**src/hdl/kpc_pkg.sv**
```systemverilog
`timescale 1ns / 1ps
`default_nettype none
// ----------------------------------------------------------------------------
// kpc_pkg
// Shared types, key codes and operator codes for the keypad calculator.
// ----------------------------------------------------------------------------
package kpc_pkg;

    localparam int STACK_DEPTH_DEF   = 4;
    localparam int FRACTION_BITS_DEF = 32;
    localparam int VALUE_W           = 64;

    // key codes
    typedef enum logic [2:0] {
        KEY_DIGIT  = 3'd0,
        KEY_POINT  = 3'd1,
        KEY_PLUS   = 3'd2,
        KEY_MINUS  = 3'd3,
        KEY_TIMES  = 3'd4,
        KEY_DIVIDE = 3'd5,
        KEY_EQUALS = 3'd6,
        KEY_CLEAR  = 3'd7
    } t_key;

    // pending operator codes
    typedef enum logic [2:0] {
        OPR_NONE  = 3'd0,
        OPR_PLUS  = 3'd1,
        OPR_MINUS = 3'd2,
        OPR_TIMES = 3'd3,
        OPR_DIV   = 3'd4
    } t_opr;

    // arithmetic unit commands
    typedef enum logic [2:0] {
        ALU_ADD = 3'd0,
        ALU_SUB = 3'd1,
        ALU_MUL = 3'd2,
        ALU_DIV = 3'd3,
        ALU_PASS = 3'd4
    } t_alu_op;

    // sequencer states
    typedef enum logic [2:0] {
        ST_IDLE,
        ST_DIGIT,
        ST_CHECK,
        ST_START,
        ST_WAIT,
        ST_FINISH,
        ST_OUT
    } t_state;

    // request and response between sequencer and arithmetic unit
    typedef struct packed {
        logic         start;
        t_alu_op      op;
        logic [63:0]  lhs;
        logic [63:0]  rhs;
    } t_alu_req;

    typedef struct packed {
        logic         done;
        logic         err;
        logic [63:0]  result;
    } t_alu_rsp;

    function automatic logic [1:0] f_prec(input t_opr o);
        logic [1:0] p;
        case (o)
            OPR_NONE:  p = 2'd0;
            OPR_PLUS:  p = 2'd1;
            OPR_MINUS: p = 2'd1;
            OPR_TIMES: p = 2'd2;
            default:   p = 2'd3;
        endcase
        return p;
    endfunction

endpackage
`default_nettype wire

```
**src/hdl/kpc_alu.sv**
```systemverilog
`timescale 1ns / 1ps
`default_nettype none
// ----------------------------------------------------------------------------
// kpc_alu
// Shared saturating fixed point unit: add, subtract, multiply, divide.
// Multiply accumulates four 32x32 partial products in turn; divide is
// restoring, one quotient bit per cycle into a 128-bit quotient.
// ----------------------------------------------------------------------------
module kpc_alu #(
    parameter int FRACTION_BITS = kpc_pkg::FRACTION_BITS_DEF
) (
    input  wire logic               i_clk,
    input  wire logic               i_rst_n,
    input  wire kpc_pkg::t_alu_req  i_req,
    output kpc_pkg::t_alu_rsp       o_rsp
);
    import kpc_pkg::*;

    localparam logic [63:0] MAXV = 64'h7FFF_FFFF_FFFF_FFFF;
    localparam logic [63:0] MINV = 64'h8000_0000_0000_0000;

    typedef enum logic [2:0] {
        A_IDLE, A_MUL, A_MULFIN, A_DIV, A_DIVFIN, A_DONE
    } t_astate;

    t_astate      r_st, n_st;
    logic [63:0]  r_x, r_y;
    logic         r_neg;
    logic [127:0] r_acc;
    logic [1:0]   r_pp;
    logic [6:0]   r_cnt;
    logic [127:0] r_num;
    logic [64:0]  r_rem;
    logic [127:0] r_q;
    logic [63:0]  r_res;
    logic         r_err;

    // magnitudes of operands
    logic [63:0] w_mx, w_my;
    assign w_mx = i_req.lhs[63] ? (64'd0 - i_req.lhs) : i_req.lhs;
    assign w_my = i_req.rhs[63] ? (64'd0 - i_req.rhs) : i_req.rhs;

    // add and subtract with saturation
    logic [63:0] w_sum, w_dif;
    assign w_sum = i_req.lhs + i_req.rhs;
    assign w_dif = i_req.lhs - i_req.rhs;

    // partial product selection
    logic [31:0] w_pa, w_pb;
    logic [63:0] w_pp;
    always_comb begin
        w_pa = r_pp[1] ? r_x[63:32] : r_x[31:0];
        w_pb = r_pp[0] ? r_y[63:32] : r_y[31:0];
    end
    assign w_pp = w_pa * w_pb;

    // divide step
    logic [64:0] w_rsh, w_rsub;
    assign w_rsh  = {r_rem[63:0], r_num[127]};
    assign w_rsub = w_rsh - {1'b0, r_y};

    // saturating sign application on a 128-bit magnitude
    function automatic logic [64:0] f_sat(input logic [127:0] m, input logic neg);
        logic [63:0] lim;
        logic [64:0] r;
        lim = neg ? MINV : MAXV;
        if ((m[127:64] != 64'd0) || (m[63:0] > lim))
            r = {1'b1, neg ? MINV : MAXV};
        else
            r = {1'b0, neg ? (64'd0 - m[63:0]) : m[63:0]};
        return r;
    endfunction

    logic [127:0] w_mshift;
    assign w_mshift = r_acc >> FRACTION_BITS;
    logic [64:0] w_msat, w_dsat;
    assign w_msat = f_sat(w_mshift, r_neg);
    assign w_dsat = f_sat(r_q, r_neg);

    // next state
    always_comb begin
        n_st = r_st;
        case (r_st)
            A_IDLE: begin
                if (i_req.start) begin
                    if (i_req.op == ALU_MUL) n_st = A_MUL;
                    else if (i_req.op == ALU_DIV && i_req.rhs != 64'd0) n_st = A_DIV;
                    else n_st = A_DONE;
                end
            end
            A_MUL:    if (r_pp == 2'd3) n_st = A_MULFIN;
            A_MULFIN: n_st = A_DONE;
            A_DIV:    if (r_cnt == 7'd127) n_st = A_DIVFIN;
            A_DIVFIN: n_st = A_DONE;
            A_DONE:   n_st = A_IDLE;
            default:  n_st = A_IDLE;
        endcase
    end

    always_ff @(posedge i_clk) begin
        if (!i_rst_n) r_st <= A_IDLE;
        else r_st <= n_st;
    end

    // datapath
    always_ff @(posedge i_clk) begin
        case (r_st)
            A_IDLE: begin
                r_x   <= w_mx;
                r_y   <= w_my;
                r_neg <= i_req.lhs[63] ^ i_req.rhs[63];
                r_acc <= 128'd0;
                r_pp  <= 2'd0;
                r_cnt <= 7'd0;
                r_rem <= 65'd0;
                r_q   <= 128'd0;
                r_num <= {64'd0, w_mx} << FRACTION_BITS;
                r_err <= 1'b0;
                case (i_req.op)
                    ALU_ADD: begin
                        if (i_req.lhs[63] == i_req.rhs[63] && w_sum[63] != i_req.lhs[63]) begin
                            r_res <= i_req.lhs[63] ? MINV : MAXV;
                            r_err <= 1'b1;
                        end else r_res <= w_sum;
                    end
                    ALU_SUB: begin
                        if (i_req.lhs[63] != i_req.rhs[63] && w_dif[63] != i_req.lhs[63]) begin
                            r_res <= i_req.lhs[63] ? MINV : MAXV;
                            r_err <= 1'b1;
                        end else r_res <= w_dif;
                    end
                    ALU_DIV: begin
                        r_res <= i_req.lhs[63] ? MINV : MAXV;
                        r_err <= 1'b1;
                    end
                    default: r_res <= i_req.rhs;
                endcase
            end
            A_MUL: begin
                r_acc <= r_acc + ({64'd0, w_pp} <<
                         {{1'b0, r_pp[1]} + {1'b0, r_pp[0]}, 5'd0});
                r_pp  <= r_pp + 2'd1;
            end
            A_MULFIN: begin
                r_res <= w_msat[63:0];
                r_err <= w_msat[64];
            end
            A_DIV: begin
                r_num <= {r_num[126:0], 1'b0};
                r_cnt <= r_cnt + 7'd1;
                if (r_rem[63] || !w_rsub[64]) begin
                    r_rem <= w_rsub;
                    r_q   <= {r_q[126:0], 1'b1};
                end else begin
                    r_rem <= w_rsh;
                    r_q   <= {r_q[126:0], 1'b0};
                end
            end
            A_DIVFIN: begin
                r_res <= w_dsat[63:0];
                r_err <= w_dsat[64];
            end
            default: ;
        endcase
    end

    assign o_rsp.done   = (r_st == A_DONE);
    assign o_rsp.err    = r_err;
    assign o_rsp.result = r_res;

    // assertions
    a_done_one: assert property (@(posedge i_clk) disable iff (!i_rst_n)
        o_rsp.done |=> !o_rsp.done) else $error("done held two cycles");
    a_pp_idle: assert property (@(posedge i_clk) disable iff (!i_rst_n)
        (r_st == A_MULFIN) |-> (r_pp == 2'd0)) else $error("partial product count off");
    a_div_exit: assert property (@(posedge i_clk) disable iff (!i_rst_n)
        (r_st == A_DIVFIN) |-> $past(r_cnt) == 7'd127) else $error("divide step count off");
endmodule
`default_nettype wire
```
**config.mk**
```make
export PLATFORM = sky130hd
export DESIGN_NAME = kpc_alu
export DESIGN_NICKNAME = d
export VERILOG_FILES = /design/src/hdl/kpc_pkg.sv /design/src/hdl/kpc_alu.sv
export SDC_FILE = /design/constraint.sdc
export NUM_CORES = 2
export LEC_CHECK = 0
export BUFFER_PORTS_ARGS = -buffer_cell sky130_fd_sc_hd__buf_4
export CORE_ASPECT_RATIO = 1.25
export CORE_UTILIZATION = 45
export CTS_CLUSTER_DIAMETER = 40
export DETAILED_ROUTE_END_ITERATION = 12
export PLACE_DENSITY = 0.67
export SETUP_SLACK_MARGIN = 0.1
export SLEW_MARGIN = 20
export SYNTH_ARGS = -nofsm -noshare
export SYNTH_HDL_FRONTEND = slang
export SYNTH_SLANG_ARGS = --single-unit
```
**constraint.sdc**
```tcl
create_clock -name i_clk -period 13.55 [get_ports i_clk]
set_clock_uncertainty 0.2 [all_clocks]
set_input_delay 0 -clock i_clk [delete_from_list [all_inputs] [get_ports i_clk]]
set_output_delay 0 -clock i_clk [all_outputs]
set_load 0.005 [all_outputs]
```
### Word-level counts from Yosys, hierarchy flattened

Index checks and enable logic that the tools add are counted.

* multiply operators: 1
* equality and inequality tests: 17
* reduce and logical (&&, ||, !) cells: 17
* add/subtract/negate cells: 11
* bitwise operators: 1
* mux-type cells: 32
* shifts and indexed selects: 1
* $lt $le $gt $ge: 2

Operators with widths (number)
* $pmux W128 S2: 3
* $mux W64: 8
* $pmux W64 S3: 2
* $sub A1 B64 Y64 const A: 4
* $reduce_bool A64 Y1: 3
* $mux W65: 2
* $add A128 B128 Y128: 1
* $gt A64 B64 Y1: 2
* $pmux W64 S2: 1
* $shl A64 B7 Y128: 1
* $sub A65 B64 Y65: 1
* $add A64 B64 Y64: 1
* $mul A32 B32 Y64: 1
* $mux W32: 2
* $sub A64 B64 Y64: 1
* $mux W63: 1
* $mux W3: 5
* $pmux W7 S2: 1
* $eq A3 B2 Y1 const B: 4
* $pmux W3 S4: 1
* $add A7 B1 Y7 const B: 1
* $eq A7 B7 Y1 const B: 1
* $eq A3 B1 Y1 const B: 2
* $eq A3 B3 Y1 const B: 2
* other kinds (18): 31

* logic and storage cells: 95
* output and inout bits: 66
* register bits after elaboration: 654

### Longest topological paths before layout

* depth after elaboration: 6
* depth in mapped cells: 48

### Worst setup path before layout

No wires, ideal clock.

* path kind: register to register
* from: register r_pp[1]
* to: register r_acc[117] (data pin)
* library setup time: 0.281 ns
* buffers on the path: 5
* data required time: 13.069 ns
* period minus slack after synthesis: 12.215 ns
* arrival time: 11.734 ns
* setup slack: 1.335 ns
* cell stages (with the launch flop): 44
* path through: edfxtp_1 clkbuf_1 buf_1 clkbuf_1 mux2i_1 clkbuf_1 nor2_1 fa_1 fa_1 fa_1 inv_1 fa_1 inv_1 fa_1 ha_1 fa_1 inv_1 fa_1 [... 8 more ...] and2_1 o31ai_2 nor3_1 mux2_2 a211o_1 ha_1 clkbuf_1 a21oi_1 o21ai_0 o31ai_1 a21oi_1 a221o_1 nor3_1 o31ai_1 a31o_2 a31oi_1 mux2i_1 o311ai_0

* cells in the longest elaborated chain, start to end: 5
* elaborated cells on any way between the ends: 6
* those cells by class: add/sub (2); mul (1); shift (1); mux (2)

Ends and longest elaborated chain
* from (decl): line kpc_alu.sv:30 `logic [1:0] r_pp;`
* from (signal assigned): line kpc_alu.sv:142 `r_pp <= r_pp + 2'd1;`
* $mux W32: line kpc_alu.sv:52 `w_pa = r_pp[1] ? r_x[63:32] : r_x[31:0];`
* $mul A32 B32 Y64: line kpc_alu.sv:55 `assign w_pp = w_pa * w_pb;`
* $shl A64 B7 Y128 *: line kpc_alu.sv:140 `r_acc <= r_acc + ({64'd0, w_pp} <<`
* $add A128 B128 Y128 *: line kpc_alu.sv:140
* $pmux W128 S2 *: line kpc_alu.sv:107 `case (r_st)`
* to (signal assigned): line kpc_alu.sv:140
* to (decl): line kpc_alu.sv:29 `logic [127:0] r_acc;`

Mark *: on every way between the ends. The rest lies on a longest branch, timed or not.
A chain may end at the register's enable or synchronous reset.

### Worst setup path in the final report

* from: register r_pp[1]
* to: register r_acc[127] (data pin)

Same word-level chain as after synthesis.

==> flow_metrics.env <==
export IMPL_mostFrequentLayoutCell="nor2_1"
export IMPL_drc=0
export IMPL_design_core_area_um2=197000
export IMPL_wl_per_cell_um=27.2
export IMPL_gr_total_overflow=0
export IMPL_ys_types=102
export IMPL_gr_usage_all_layers_pct=36.3
export IMPL_syn_inst=10500
export IMPL_die_area_um2=200000
export IMPL_clk_pin_slew_ns=0.06
export IMPL_hold_viol_final=0
export IMPL_period_minus_slack_ns=13.15
export IMPL_die_w_um=400
export IMPL_synth_edf_count=619
export IMPL_slowest_stage="o21ai_1"
export IMPL_crit_top_cell="fa_1"
export IMPL_drv_cap=0
export IMPL_arrival_ns=13.54
export IMPL_yosys_warnings=0
export IMPL_hpwl_um=289000
export IMPL_drt_iter0_drc=9984
export IMPL_drtPass1Iterations=7
export IMPL_cts_root_buf="clkbuf_16"
export IMPL_critPathMaxFanout=51
export IMPL_status="completed"
export IMPL_area_growth_pct=13.1
export IMPL_synth_area_top_cells="edfxtp_1, fa_1, ha_1"
export IMPL_seq_area_frac_synth_pct=20.9
export IMPL_setup_worst_path_start_class="register"
export IMPL_layout_common_cells="nor2_1, inv_1, nand2_1, fa_1, ha_1"
export IMPL_rows=182
export IMPL_fmax_mhz=76.0
export IMPL_routed_via_count=84000
export IMPL_place_port_buffers=199
export IMPL_cts_tree="built"
export IMPL_vias_per_cell=6.21
export IMPL_cts_buffers=97
export IMPL_nNetsFinal=12600
export IMPL_clock_latency_ns=0.78
export IMPL_antenna_found_initial=25
export IMPL_dieHeight_um=500
export IMPL_gp_congestion=1.07
export IMPL_synthesis_nets=12300
export IMPL_postRouteAntennaNets=0
export IMPL_initial_core_util_pct=45.3
export IMPL_grt_setup_unrepaired="true"
export IMPL_cts_num_sinks=622
export IMPL_slew_headroom_pct=14.2
export IMPL_ys_flop_type="edfxtp_1"
export IMPL_clock_path_buffers=3
export IMPL_synthArstFlopShare_pct=0
export IMPL_ys_ff_latch=622
export IMPL_worstHoldPathType="primary input to register"
export IMPL_worstSetupEndpointType="register"
export IMPL_synth_largest_area_cell="edfxtp_1"
export IMPL_grt_pass1_vias=82700
export IMPL_setup_viol=0
export IMPL_grt_pass1_wl_um=539000
export IMPL_slowest_delay_ns=0.69
export IMPL_critPathKind="register to register"
export IMPL_grt_max_degree=136
export IMPL_drive_gt1_share_pct=7.50
export IMPL_synthesis_area_um2=89200
export IMPL_tightestPinTransition_ns=1.27
export IMPL_htreeDepth=3
export IMPL_syn_avg_cell_area_um2=8.47
export IMPL_slew_violations=0
export IMPL_wl_um=367000
export IMPL_period_share_pct=97.0
export IMPL_fin_tns_setup_ns=0
export IMPL_ios=200
export IMPL_min_path_cells=3
export IMPL_required_ns=13.94
export IMPL_synth_top_area_share_pct=20.8
export IMPL_reg2regPathDepth=41
==> logic make-up after synthesis <==
family | synth area share, %
DFF | 20.9
adders and majority gates | 30.2
xor gates and xnor gates | 4.53
AOI/OAI and AO/OA | 17.2
buffers and inverters | 7.52
muxes | 1.74
and+or+nand+nor | 17.9
==> state kept, by name (all words and copies together), names as in the netlist, 7 cells and up <==
signal,count
r_rem,64
r_num,96
r_q,128
r_y,64
r_x,64
r_acc,128
r_cnt,7
r_res,64
==> through the flow <==
stage	utilization, %	worst slack, ns	cells	hold WS (ns)	instance area, µm²
3_5_place_dp	47.8	0.354	13000	0.106	94000
4_1_cts	51.2	0.291	13500	0.00439	101000
5_1_grt	51.2	0.0395	13500	0.0666	101000
2_1_floorplan	-	1.33	10500	-0.101	89200
3_3_place_gp	47.8	0.395	13000	0.104	94000
6_report	51.2	0.400	13500	0.0843	101000
==> routing by layer <==
| layer | global-route usage [%] | routed length [µm] |
|---|---|---|
| met3 | 7.39 | 36600 |
| met2 | 54.9 | 159000 |
| met5 | 0 | 146 |
| met1 | 45.8 | 138000 |
| met4 | 26.3 | 33100 |
==> final cells by class <==
cell class                      instances  area [µm²]
Fill cell                           18500       95900
Multi-Input combinational cell       8128       64100
Sequential cell                       622       18600
Timing Repair Buffer                  786        6920
Inverter                             1222        4590
Tap cell                             2576        3220
Clock buffer                          104        2450
Clock inverter                         78         813
Antenna cell                           13        32.5
==> synthesized netlist by cell type (28+ instances only) <==
library cell,number
nor2_1,1351
inv_1,1214
nand2_1,982
fa_1,901
ha_1,714
a21oi_1,678
edfxtp_1,619
o21ai_0,578
clkbuf_1,499
xnor2_1,348
and2_1,212
a21o_1,196
nor3_1,190
nand4_1,162
nand3_1,121
o21bai_1,113
xor2_1,113
a31oi_1,99
o31ai_1,92
nor4_1,91
a211oi_1,80
mux2i_1,80
or3_1,78
o211ai_1,76
o21a_1,75
mux2_2,67
a221o_1,57
nand2b_1,56
nor2b_1,55
and3_1,47
buf_1,46
or4_1,36
o22ai_1,33
a221oi_1,28
==> timing repair <==
| item | in CTS | in global routing |
|---|---|---|
| endpoints found under the hold margin | 261 | 0 |
| endpoints found under the setup margin | 0 | 33 |
| setup buffers | 0 | 6 |
| resized for setup | 0 | 15 |
| hold buffers | 335 | 0 |
==> final timing paths <==
check / start / end / slack (ns)
hold reg to reg: r_num[42] / r_num[43] / 0.26
setup / recovery: r_pp[1] / r_acc[127] / 0.40
setup reg to reg: r_pp[1] / r_acc[127] / 0.40
hold / removal: i_req[126] / r_x[63] / 0.08
==> critical path, delay by kind of cell, from the launching register on <==
family / cells / cell delay (ns)
AOI/OAI and AO/OA: 12 / 3.09
xor gates and xnor gates: 1 / 0.42
adders and majority gates: 10 / 5.24
buffers and inverters: 7 / 1.16
DFF: 1 / 0.47
muxes: 1 / 0.56
and+or+nand+nor: 10 / 1.85
Power is left out: the tool's default activity adds up to more than one toggle a clock period on the data nets, which glitch-free logic cannot reach.
